## src/hw/rtl/hsst_pkg.sv

```systemverilog
package hsst_pkg;

    // Width of the internal wrapping position counter.
    localparam int POSITION_WIDTH = 16;

    localparam int HALL_W  = 3;
    localparam int DELAY_W = 16;
    localparam int POS_OUT_W = 16;

    // Valid Hall codes, in clockwise ring order 1,5,4,6,2,3.
    localparam logic [HALL_W-1:0] HALL_SEC_1 = 3'd1;
    localparam logic [HALL_W-1:0] HALL_SEC_5 = 3'd5;
    localparam logic [HALL_W-1:0] HALL_SEC_4 = 3'd4;
    localparam logic [HALL_W-1:0] HALL_SEC_6 = 3'd6;
    localparam logic [HALL_W-1:0] HALL_SEC_2 = 3'd2;
    localparam logic [HALL_W-1:0] HALL_SEC_3 = 3'd3;

    // Codes with all sensors low or all high are not part of the ring.
    localparam logic [HALL_W-1:0] HALL_ALL_LOW  = 3'd0;
    localparam logic [HALL_W-1:0] HALL_ALL_HIGH = 3'd7;

    localparam logic CMD_SAMPLE = 1'b0;
    localparam logic CMD_CLEAR  = 1'b1;

    localparam logic DIR_CW  = 1'b0;
    localparam logic DIR_ACW = 1'b1;

    localparam logic [DELAY_W-1:0] INVALID_DELAY_RESET = 16'd10;

    typedef struct packed {
        logic              command;
        logic [HALL_W-1:0] hall_bits;
    } hsst_item_t;

    typedef struct packed {
        logic [HALL_W-1:0]    hall_code;
        logic                 direction;
        logic                 order_fault;
        logic                 invalid_fault;
        logic [POS_OUT_W-1:0] position;
    } hsst_result_t;

    // Code that precedes the given one in clockwise order.
    function automatic logic [HALL_W-1:0] ring_before(input logic [HALL_W-1:0] code);
        logic [HALL_W-1:0] r;
        case (code)
            HALL_SEC_1: r = HALL_SEC_3;
            HALL_SEC_5: r = HALL_SEC_1;
            HALL_SEC_4: r = HALL_SEC_5;
            HALL_SEC_6: r = HALL_SEC_4;
            HALL_SEC_2: r = HALL_SEC_6;
            HALL_SEC_3: r = HALL_SEC_2;
            default:    r = HALL_ALL_LOW;
        endcase
        return r;
    endfunction

    // Code that follows the given one in clockwise order.
    function automatic logic [HALL_W-1:0] ring_after(input logic [HALL_W-1:0] code);
        logic [HALL_W-1:0] r;
        case (code)
            HALL_SEC_1: r = HALL_SEC_5;
            HALL_SEC_5: r = HALL_SEC_4;
            HALL_SEC_4: r = HALL_SEC_6;
            HALL_SEC_6: r = HALL_SEC_2;
            HALL_SEC_2: r = HALL_SEC_3;
            HALL_SEC_3: r = HALL_SEC_1;
            default:    r = HALL_ALL_LOW;
        endcase
        return r;
    endfunction

endpackage

```

## src/hw/rtl/hall_sensor_sequence_tracker_core.sv

```systemverilog
// Hall sensor sequence tracker for a brushless motor. Each input beat is either a
// sample tick carrying the three raw Hall sensor bits (A in bit 2, C in bit 0) or a
// clear command that resets the order and invalid faults. A sample that differs
// from the accepted code on two ticks in a row becomes the new accepted code. Steps
// round the clockwise ring 1,5,4,6,2,3 move a wrapping position count down, steps
// the other way move it up, and three like steps in a row confirm the direction.
// A change that is not a single ring step raises the order fault, including the
// first valid code after reset. While the accepted code is 0 or 7 a tick counter
// runs, and once it passes invalid_delay (reset value 10) the sticky invalid fault
// is set. Every input beat yields exactly one result beat showing the state after
// that beat. Throughput is one beat per clock while out_ready stays high; an
// accepted beat is held in the input register, and its result is written into the
// output register once that register is empty or being emptied.
// The input register lets a new beat be taken while a result waits to be read.
// invalid_delay must only be written while no beat is in flight.
module hall_sensor_sequence_tracker_core
    import hsst_pkg::*;
(
    input  logic                     clk,
    input  logic                     rst_n,
    input  logic                     in_valid,
    output logic                     in_ready,
    input  logic                     command,
    input  logic [HALL_W-1:0]        hall_bits,
    output logic                     out_valid,
    input  logic                     out_ready,
    output logic [HALL_W-1:0]        hall_code,
    output logic                     direction,
    output logic                     order_fault,
    output logic                     invalid_fault,
    output logic signed [POS_OUT_W-1:0] position,
    input  logic                     cfg_wr_en,
    input  logic [DELAY_W-1:0]       cfg_wr_data
);

    hsst_item_t         in_item;
    hsst_item_t         held_item;
    logic               held_valid;
    logic               advance;
    hsst_result_t       result_next;
    hsst_result_t       result_reg;
    logic               out_valid_reg;
    logic               out_valid_next;
    logic [DELAY_W-1:0] delay_reg;

    assign in_item.command   = command;
    assign in_item.hall_bits = hall_bits;

    // A held beat moves on when the output register is empty or being emptied.
    assign advance = held_valid && (!out_valid_reg || out_ready);

    hsst_in_stage u_in_stage (
        .clk        (clk),
        .rst_n      (rst_n),
        .in_valid   (in_valid),
        .in_ready   (in_ready),
        .in_item    (in_item),
        .advance    (advance),
        .held_valid (held_valid),
        .held_item  (held_item)
    );

    hsst_tracker u_tracker (
        .clk           (clk),
        .rst_n         (rst_n),
        .step          (advance),
        .item          (held_item),
        .invalid_delay (delay_reg),
        .result_next   (result_next)
    );

    // The delay register is the only configuration state.
    always_ff @(posedge clk or negedge rst_n)
    begin
        if (!rst_n)
        begin
            delay_reg <= INVALID_DELAY_RESET;
        end
        else if (cfg_wr_en)
        begin
            delay_reg <= cfg_wr_data;
        end
    end

    assign out_valid_next = advance || (out_valid_reg && !out_ready);

    always_ff @(posedge clk or negedge rst_n)
    begin
        if (!rst_n)
        begin
            out_valid_reg <= 1'b0;
        end
        else
        begin
            out_valid_reg <= out_valid_next;
        end
    end

    always_ff @(posedge clk)
    begin
        if (advance)
        begin
            result_reg <= result_next;
        end
    end

    assign out_valid     = out_valid_reg;
    assign hall_code     = result_reg.hall_code;
    assign direction     = result_reg.direction;
    assign order_fault   = result_reg.order_fault;
    assign invalid_fault = result_reg.invalid_fault;
    assign position      = signed'(result_reg.position);

endmodule

```

## src/hw/rtl/hsst_in_stage.sv

```systemverilog
module hsst_in_stage
    import hsst_pkg::*;
(
    input  logic       clk,
    input  logic       rst_n,
    input  logic       in_valid,
    output logic       in_ready,
    input  hsst_item_t in_item,
    input  logic       advance,
    output logic       held_valid,
    output hsst_item_t held_item
);

    logic       valid_reg;
    logic       valid_next;
    hsst_item_t item_reg;

    // The register frees up in the same cycle that its beat moves on.
    assign in_ready   = !valid_reg || advance;
    assign valid_next = (in_valid && in_ready) || (valid_reg && !advance);

    always_ff @(posedge clk or negedge rst_n)
    begin
        if (!rst_n)
        begin
            valid_reg <= 1'b0;
        end
        else
        begin
            valid_reg <= valid_next;
        end
    end

    always_ff @(posedge clk)
    begin
        if (in_valid && in_ready)
        begin
            item_reg <= in_item;
        end
    end

    assign held_valid = valid_reg;
    assign held_item  = item_reg;

endmodule

```

## src/hw/rtl/hsst_tracker.sv

```systemverilog
module hsst_tracker
    import hsst_pkg::*;
(
    input  logic               clk,
    input  logic               rst_n,
    input  logic               step,
    input  hsst_item_t         item,
    input  logic [DELAY_W-1:0] invalid_delay,
    output hsst_result_t       result_next
);

    logic [HALL_W-1:0]         accepted_reg,  accepted_next;
    logic [HALL_W-1:0]         previous_reg,  previous_next;
    logic [1:0]                debounce_reg,  debounce_next;
    logic [1:0]                fwd_run_reg,   fwd_run_next;
    logic [1:0]                bwd_run_reg,   bwd_run_next;
    logic                      dir_reg,       dir_next;
    logic                      order_reg,     order_next;
    logic                      invalid_reg,   invalid_next;
    logic [DELAY_W-1:0]        timer_reg,     timer_next;
    logic [POSITION_WIDTH-1:0] position_reg,  position_next;
    logic                      code_invalid;
    logic [DELAY_W-1:0]        timer_inc;

    assign timer_inc = timer_reg + 1'b1;

    always_comb
    begin
        accepted_next = accepted_reg;
        previous_next = previous_reg;
        debounce_next = debounce_reg;
        fwd_run_next  = fwd_run_reg;
        bwd_run_next  = bwd_run_reg;
        dir_next      = dir_reg;
        order_next    = order_reg;
        invalid_next  = invalid_reg;
        timer_next    = timer_reg;
        position_next = position_reg;
        code_invalid  = 1'b0;

        if (step)
        begin
            if (item.command == CMD_CLEAR)
            begin
                order_next   = 1'b0;
                invalid_next = 1'b0;
            end
            else
            begin
                // Debounce: a differing sample must be seen on two ticks in a row.
                if (item.hall_bits != accepted_reg)
                begin
                    if (debounce_reg != 2'd0)
                    begin
                        debounce_next = 2'd0;
                        accepted_next = item.hall_bits;
                    end
                    else
                    begin
                        debounce_next = debounce_reg + 2'd1;
                    end
                end
                else
                begin
                    debounce_next = 2'd0;
                end

                code_invalid = (accepted_next == HALL_ALL_LOW) ||
                               (accepted_next == HALL_ALL_HIGH);

                if (!code_invalid && (previous_reg != accepted_next))
                begin
                    if (previous_reg == ring_before(accepted_next))
                    begin
                        bwd_run_next = 2'd0;
                        if (fwd_run_reg > 2'd1)
                        begin
                            fwd_run_next = 2'd0;
                            dir_next     = DIR_CW;
                        end
                        else
                        begin
                            fwd_run_next = fwd_run_reg + 2'd1;
                        end
                        order_next    = 1'b0;
                        position_next = position_reg - 1'b1;
                    end
                    else if (previous_reg == ring_after(accepted_next))
                    begin
                        fwd_run_next = 2'd0;
                        if (bwd_run_reg > 2'd1)
                        begin
                            bwd_run_next = 2'd0;
                            dir_next     = DIR_ACW;
                        end
                        else
                        begin
                            bwd_run_next = bwd_run_reg + 2'd1;
                        end
                        order_next    = 1'b0;
                        position_next = position_reg + 1'b1;
                    end
                    else
                    begin
                        order_next = 1'b1;
                    end
                end
                previous_next = accepted_next;

                if (code_invalid)
                begin
                    if (timer_inc > invalid_delay)
                    begin
                        invalid_next = 1'b1;
                        timer_next   = '0;
                    end
                    else
                    begin
                        timer_next = timer_inc;
                    end
                end
                else
                begin
                    timer_next = '0;
                end
            end
        end
    end

    always_ff @(posedge clk or negedge rst_n)
    begin
        if (!rst_n)
        begin
            accepted_reg <= '0;
            previous_reg <= '0;
            debounce_reg <= '0;
            fwd_run_reg  <= '0;
            bwd_run_reg  <= '0;
            dir_reg      <= 1'b0;
            order_reg    <= 1'b0;
            invalid_reg  <= 1'b0;
            timer_reg    <= '0;
            position_reg <= '0;
        end
        else
        begin
            accepted_reg <= accepted_next;
            previous_reg <= previous_next;
            debounce_reg <= debounce_next;
            fwd_run_reg  <= fwd_run_next;
            bwd_run_reg  <= bwd_run_next;
            dir_reg      <= dir_next;
            order_reg    <= order_next;
            invalid_reg  <= invalid_next;
            timer_reg    <= timer_next;
            position_reg <= position_next;
        end
    end

    assign result_next.hall_code     = accepted_next;
    assign result_next.direction     = dir_next;
    assign result_next.order_fault   = order_next;
    assign result_next.invalid_fault = invalid_next;
    assign result_next.position      = POS_OUT_W'(position_next);

endmodule

```

## config.mk

```make
export PLATFORM = sky130hd
export DESIGN_NAME = hall_sensor_sequence_tracker_core
export DESIGN_NICKNAME = d
export VERILOG_FILES = /design/src/hw/rtl/hsst_pkg.sv /design/src/hw/rtl/hall_sensor_sequence_tracker_core.sv /design/src/hw/rtl/hsst_in_stage.sv /design/src/hw/rtl/hsst_tracker.sv
export SDC_FILE = /design/constraint.sdc
export NUM_CORES = 1
export LEC_CHECK = 0
export ABC_AREA = 1
export BUFFER_PORTS_ARGS = -buffer_cell sky130_fd_sc_hd__buf_2
export CELL_PAD_IN_SITES_DETAIL_PLACEMENT = 0
export CELL_PAD_IN_SITES_GLOBAL_PLACEMENT = 1
export CORE_ASPECT_RATIO = 1.75
export CORE_MARGIN = 2
export CORE_UTILIZATION = 45
export CTS_CLUSTER_SIZE = 12
export DETAILED_ROUTE_END_ITERATION = 10
export PLACE_DENSITY = 0.86
export SLEW_MARGIN = 15
export SYNTH_ARGS = -nofsm -noshare
export SYNTH_HDL_FRONTEND = slang
export SYNTH_SLANG_ARGS = --single-unit
```

## constraint.sdc

```tcl
create_clock -name clk -period 4.2 [get_ports clk]
set_clock_uncertainty 0.2 [all_clocks]
set_input_delay 0.84 -clock clk [delete_from_list [all_inputs] [get_ports clk]]
set_output_delay 0.84 -clock clk [all_outputs]
set_load 0.02 [all_outputs]
```

==> summary.json, run 1 <==
{
  "worst_setup_path": {
    "cp_num_cells": 16,
    "critPathKind": "reg2reg",
    "cpMostUsedCell": "nand2_1",
    "critical_path.max_stage_delay_ns": 0.38,
    "crit_start": "u_tracker.timer_reg[0]",
    "cp_delay_by_family_top": "simple AND/OR/NAND/NOR gates",
    "critical_path_arrival_ns": 3.37,
    "kind_of_launch_point_of_the_worst_setup_path": "flop",
    "crit_buf_inv": 2,
    "timing.critical_path.required_ns": 4.24,
    "timing.critical_path.slowest_stage_cell": "dfrtp_1",
    "ff2ff_setup_slack_ns": 0.87,
    "critical_path.reg2reg.endpoint": "u_tracker.timer_reg[14]",
    "crit_chain": "inv_1 -> nor2_1 -> nand3_1 -> nor2_1 -> nand3_1 -> or2_0 -> xor2_1 -> inv_1 -> ha_1 -> a21oi_1 -> o21ai_0 -> a21oi_1 -> nand2_1 -> nand2_1 -> nand2_1 -> o21ai_0",
    "endpoint": "u_tracker.timer_reg[14]",
    "worst-path-max-fanout": 12,
    "r2r.worst_path.cells": 16,
    "critical_path.endpoint_type": "flop",
    "r2r_start": "u_tracker.timer_reg[0]"
  },
  "synthesis": {
    "synth_cell_type_count": 38,
    "synth_async_sr_flop_share_pct": 71.43,
    "netlist_area_sq_mm": 0.004972,
    "yosys.area_share.adder_pct": 5.284,
    "synth_ff_type": "dfrtp_1",
    "post_synth.cell_area_avg_sq_um": 8.273,
    "synth_compound_area_share_pct": 7.750,
    "synth_enable_flop_cells": 26,
    "synth_top_family_by_area": "simple AND/OR/NAND/NOR gates",
    "post_synth_mux_area_share_pct": 0.2265,
    "synthCells": 601,
    "synth_simple_gate_area_share_pct": 26.25,
    "synth-xor-area-share_pct": 2.994,
    "synth-warning-count": 0,
    "synth.net_count": 647,
    "synth.yosys.seq_area_share_pct": 48.47,
    "postSynthRegisterBits": 91
  },
  "timing": {
    "fmax_mhz": 300.5,
    "rsz0062_at_grt": "false",
    "worst_case_hold_slack_ns": 0.2713,
    "setup_viol": 0,
    "timing.final.hold_violations": 0,
    "max-slew-margin-rel_pct": 36.91,
    "timing_worst_slew_pin_value_ns": 0.9463,
    "setup-tns-final_ns": 0,
    "layout_worst_path_cycle_share_pct": 79.24,
    "slew_violations": 0,
    "finalCriticalPeriod_ns": 3.328
  },
  "place": {
    "place_hpwl_um": 7791,
    "gp_congestion": 0.8463,
    "port_buffers": 48
  },
  "floorplanning": {
    "number_of_standard_cell_rows_in_the_floorplan": 50,
    "num_io_pins": 49,
    "floorplan.die_area_sq_mm": 0.01194,
    "start_util_pct": 46.21,
    "placeableCoreArea_sq_mm": 0.01076,
    "die_h_um": 143.1,
    "die_w_um": 83.46
  },
  "routing": {
    "routed_via_density": 4.939,
    "first_pass_iters": 4,
    "dr_total_vias": 3897,
    "drt_iter0_drc": 186,
    "post_drt_wl_per_cell_um": 13.04,
    "detail_route.wirelength_um": 10290,
    "post-route-drc-count": 0,
    "detail-route-antenna-nets": 0
  },
  "finish": {
    "layout_commonest_cell": "nand2_1",
    "utilization_pct": 52.72,
    "area.growth.synth_to_final_pct": 14.09,
    "final_net_count": 700,
    "most-common-layout-cells": "nand2_1 (172), inv_1 (90), dfrtp_1 (63)",
    "drive_gt1_share_pct": 15.93,
    "diodes": 0
  },
  "global_routing": {
    "vias_in_the_first_global_route": 3762,
    "grt_max_degree": 39,
    "track_usage_pct": 18.19,
    "antenna_found_initial": 0,
    "globalRoute.totalOverflow": 0,
    "first_pass_grt_wire_length_um": 17310
  },
  "status": {
    "status": "finished, final reports clean"
  },
  "clocking": {
    "clkSinkCount": 91,
    "path_clk_slew_ns": 0.06,
    "worst_skew_pair.late_latency_ns": 0.34,
    "postCtsSetupRepairBufs": 0,
    "tritoncts_clock_tree": "yes",
    "cts_inserted_buffers": 9,
    "clockRootBuffer": "clkbuf_16",
    "clock_tree.buffer_depth": 2,
    "cts_max_level": 3,
    "post_cts_resize_count": 0,
    "post_cts_hold_buffer_count": 0
  },
  "worst_hold_path": {
    "timing.hold.worst.class": "reg2reg"
  },
  "power_and_ir_drop": {
    "total_leakage_power_nw": 2.871,
    "vdd_drop_max_mv": 0.3194,
    "design_power_total_mw": 3.694,
    "power_density_mw_per_mm2": 651.2
  },
  "job": {
    "max-cap-violations": 0
  }
}
cells by family (layout without fill, tap and decap cells):
family	count (synthesis)	count (layout)
muxes	1	1
AOI/OAI and AO/OA	74	74
adders and majority gates	21	21
xor gates and xnor gates	17	17
and+or+nand+nor	288	288
DFF	91	91
buffers and inverters	109	167
cell usage after synthesis (2+ instances only):
cell	instances	area share, %
xor2_1	14	2.5
nand3b_1	2	0.30
nor3_1	11	1.1
a21oi_1	11	1.1
o21ai_1	9	0.91
nand3_2	2	0.40
dfrtp_1	63	32
nor2_2	3	0.38
dfstp_2	2	1.1
or2_2	2	0.25
nand3_1	35	3.5
nand2_2	9	1.1
ha_1	21	5.3
nand2_4	4	0.91
o21a_1	2	0.30
inv_1	90	6.8
nor2_1	33	2.5
nand2_1	172	13
buf_6	3	0.68
clkbuf_1	5	0.38
xnor2_1	3	0.53
o21ai_0	49	4.9
edfxtp_1	26	16
nand4_1	9	1.1
inv_2	8	0.60
routing by layer:
layer | GRT usage, % | share of wire [%] | vias up
met5 | 0 | 0 | -
met4 | 6.112 | 2.1 | 0
met3 | 3.526 | 2.8 | 13
met2 | 35.48 | 56 | 64
met1 | 19.31 | 39 | 1810
li1 | - | - | 2010
how the worst min path moves through the flow:
stage / start / to / slack [ns] / cells after the start
final: u_tracker.fwd_run_reg[0] / u_tracker.fwd_run_reg[0] / 0.27 / 1
after floorplan: u_tracker.invalid_reg / u_tracker.invalid_reg / 0.24 / 2
after CTS: u_tracker.fwd_run_reg[0] / u_tracker.fwd_run_reg[0] / 0.27 / 1
after global placement: u_tracker.fwd_run_reg[0] / u_tracker.fwd_run_reg[0] / 0.26 / 1
after global routing: u_tracker.fwd_run_reg[0] / u_tracker.fwd_run_reg[0] / 0.29 / 1
after detailed placement: u_tracker.fwd_run_reg[0] / u_tracker.fwd_run_reg[0] / 0.27 / 1
power by group:
part           switching [mW]  total (mW)  internal [mW]  leakage [nW]
registers               0.136        1.28           1.14          1.07
clock network           0.339       0.919          0.580         0.163
logic                    1.04        1.50          0.460          1.63
layout make-up:
type	instances	area, sq um
fill	1043	5087
sequential	91	2410
multi-input combinational	401	2113
inverter	99	376.6
timing repair buffer	52	270.3
clock buffer	9	225.2
tap	130	162.7
clock inverter	7	115.1
stage by stage:
stage	instances	area, sq um	setup WS (ns)
2_1_floorplan	601	4972	1.420
3_3_place_gp	773	5333	1.047
3_5_place_dp	773	5333	0.9395
4_1_cts	789	5673	0.8660
5_1_grt	789	5673	0.5255
6_report	789	5673	0.8719
No activity file was read; power rests on OpenSTA's default activity.
==> inputs of run 2 (changes only) <==
- clock period: 4.2 -> 3.5 ns (I/O delays scaled with it)
==> run 2 against run 1 <==
Compared with the run above:
- cell area down 0.26%
- sequential share of layout area rose by 0.11 points
- first-iteration DRC count is 21% lower
- register-to-register slack lost 0.43 ns
- fmax increased by 8.8%
- cell count fell by 0.13%
- count of clock-buffer cells in the layout is 2 higher
- core utilization down 0.14 points
- largest power group unchanged
- total power up 18%
- via count is 0.49% higher
- critical path depth is the same
- worst hold slack got worse by 0.038 ns
==> summary.json, run 2 (synthesized netlist as in run 1, its figures left out) <==
{
  "status": {
    "status": "finished, final reports clean"
  },
  "clocking": {
    "clock_tree.buffer_depth": 2,
    "worst_skew_pair.late_latency_ns": 0.34,
    "post_cts_hold_buffer_count": 0,
    "postCtsSetupRepairBufs": 0,
    "cts_max_level": 3,
    "cts_inserted_buffers": 9,
    "clkSinkCount": 91,
    "path_clk_slew_ns": 0.06,
    "clockRootBuffer": "clkbuf_16",
    "tritoncts_clock_tree": "yes"
  },
  "floorplanning": {
    "floorplan.die_area_sq_mm": 0.01194,
    "placeableCoreArea_sq_mm": 0.01076,
    "die_w_um": 83.46,
    "num_io_pins": 49,
    "die_h_um": 143.1,
    "start_util_pct": 46.21,
    "number_of_standard_cell_rows_in_the_floorplan": 50
  },
  "routing": {
    "detail-route-antenna-nets": 0,
    "post_drt_wl_per_cell_um": 12.69,
    "detail_route.wirelength_um": 10000,
    "first_pass_iters": 4,
    "routed_via_density": 4.970,
    "post-route-drc-count": 0,
    "dr_total_vias": 3916,
    "drt_iter0_drc": 147
  },
  "worst_setup_path": {
    "r2r_start": "u_tracker.timer_reg[0]",
    "timing.critical_path.slowest_stage_cell": "dfrtp_1",
    "worst-path-max-fanout": 12,
    "critPathKind": "reg2reg",
    "critical_path.max_stage_delay_ns": 0.38,
    "kind_of_launch_point_of_the_worst_setup_path": "flop",
    "crit_start": "u_tracker.timer_reg[0]",
    "critical_path_arrival_ns": 3.11,
    "timing.critical_path.required_ns": 3.55,
    "crit_buf_inv": 2,
    "crit_chain": "inv_1 -> nor2_1 -> nand3_1 -> nor2_1 -> nand3_1 -> or2_0 -> xor2_1 -> inv_1 -> ha_1 -> a21oi_1 -> o21ai_0 -> a21oi_1 -> nand2_1 -> nand2_1 -> nand2_4 -> o21ai_0",
    "cp_delay_by_family_top": "simple AND/OR/NAND/NOR gates",
    "critical_path.endpoint_type": "flop"
  },
  "place": {
    "port_buffers": 48,
    "place_hpwl_um": 7532,
    "gp_congestion": 0.8719
  },
  "timing": {
    "setup_viol": 0,
    "setup-tns-final_ns": 0,
    "timing_worst_slew_pin_value_ns": 0.7739,
    "timing.final.hold_violations": 0,
    "finalCriticalPeriod_ns": 3.059,
    "max-slew-margin-rel_pct": 48.41,
    "slew_violations": 0,
    "layout_worst_path_cycle_share_pct": 87.41,
    "fmax_mhz": 326.9,
    "rsz0062_at_grt": "false"
  },
  "power_and_ir_drop": {
    "power.share.switching_pct": 41.42,
    "design_power_total_mw": 4.344,
    "internal_power_summed_over_all_cells_mw": 2.545,
    "clock_power_share_pct": 23.3,
    "vdd_drop_max_mv": 0.3828,
    "seqPwrFrac_pct": 35.3,
    "comb_pwr_share_pct": 41.4,
    "power.net_switching_mw": 1.799,
    "total_leakage_power_nw": 2.860,
    "power_density_mw_per_mm2": 767.7
  },
  "worst_hold_path": {
    "timing.hold.worst.class": "in2async"
  },
  "global_routing": {
    "antenna_found_initial": 0,
    "first_pass_grt_wire_length_um": 17050,
    "grt_max_degree": 34,
    "globalRoute.totalOverflow": 0,
    "vias_in_the_first_global_route": 3772,
    "track_usage_pct": 17.87
  },
  "finish": {
    "final_net_count": 699,
    "layout_commonest_cell": "nand2_1",
    "area.growth.synth_to_final_pct": 13.79,
    "drive_gt1_share_pct": 15.81,
    "diodes": 0,
    "most-common-layout-cells": "nand2_1 (171), inv_1 (90), dfrtp_1 (63)"
  },
  "job": {
    "max-cap-violations": 0
  }
}
[run 2: what timing repair did]
item,4_1_cts,5_1_grt
endpoints found under the hold margin,0,0
endpoints found under the setup margin,0,12
resized for setup,0,4
[run 2: final timing paths]
check / endpoint / slack (ns) / depth (start not counted)
worst min register to register: u_tracker.invalid_reg / 0.28 / 2
worst max register to register: u_tracker.timer_reg[6] / 0.44 / 16
worst min-delay path: u_tracker.position_reg[3] / 0.23 / 1
min in group clk: u_tracker.invalid_reg / 0.28 / 2
worst max-delay path: u_tracker.timer_reg[6] / 0.44 / 16
max in group asynchronous: u_tracker.timer_reg[14] / 2.22 / 2
[run 2: cell type report]
class,count,area (sq um)
Fill cell,1034,5102
Sequential cell,91,2410
Multi-Input combinational cell,401,2123
Inverter,99,376.6
Timing Repair Buffer,51,275.3
Clock buffer,11,232.7
Tap cell,130,162.7
Clock inverter,5,77.57
[run 2: power by group through the flow]
stage | Clock (mW) | Combinational (mW) | Sequential (mW)
floorplan | 0 | 1.41 | 1.59
global placement | 0 | 1.76 | 1.54
detailed placement | 0 | 1.81 | 1.55
CTS | 1.04 | 1.81 | 1.53
global route | 1.08 | 2.05 | 1.57
finish | 1.01 | 1.80 | 1.53
[run 2: worst reg2reg max path: stages (launching register included)]
cell	delay (ns)
dfrtp_1	0.38
inv_1	0.08
nor2_1	0.17
nand3_1	0.13
nor2_1	0.15
nand3_1	0.15
or2_0	0.25
xor2_1	0.18
inv_1	0.07
ha_1	0.28
a21oi_1	0.14
o21ai_0	0.09
a21oi_1	0.12
nand2_1	0.08
nand2_1	0.18
nand2_4	0.14
o21ai_0	0.19
[run 2: metrics by stage]
step | utilization [%] | area, sq um | setup slack (ns) | std cells | hold WS [ns]
floorplan | - | 4972 | 0.7203 | 601 | 0.2044
global placement | 49.60 | 5338 | 0.3372 | 772 | 0.2601
detailed placement | 49.60 | 5338 | 0.2006 | 772 | 0.2663
CTS | 52.49 | 5648 | 0.1515 | 788 | 0.2666
global route | 52.58 | 5658 | 0.01436 | 788 | 0.2900
finish | 52.58 | 5658 | 0.4407 | 788 | 0.2332
[run 2: routing by layer]
metal  global-route usage [%]  vias up  part of all wire [%]
met1                    18.32     1834                    39
met2                    35.36       54                    56
met5                        0        -                     0
met4                    6.706        0                   1.9
li1                         -     2010                     -
met3                    3.353       18                   2.6
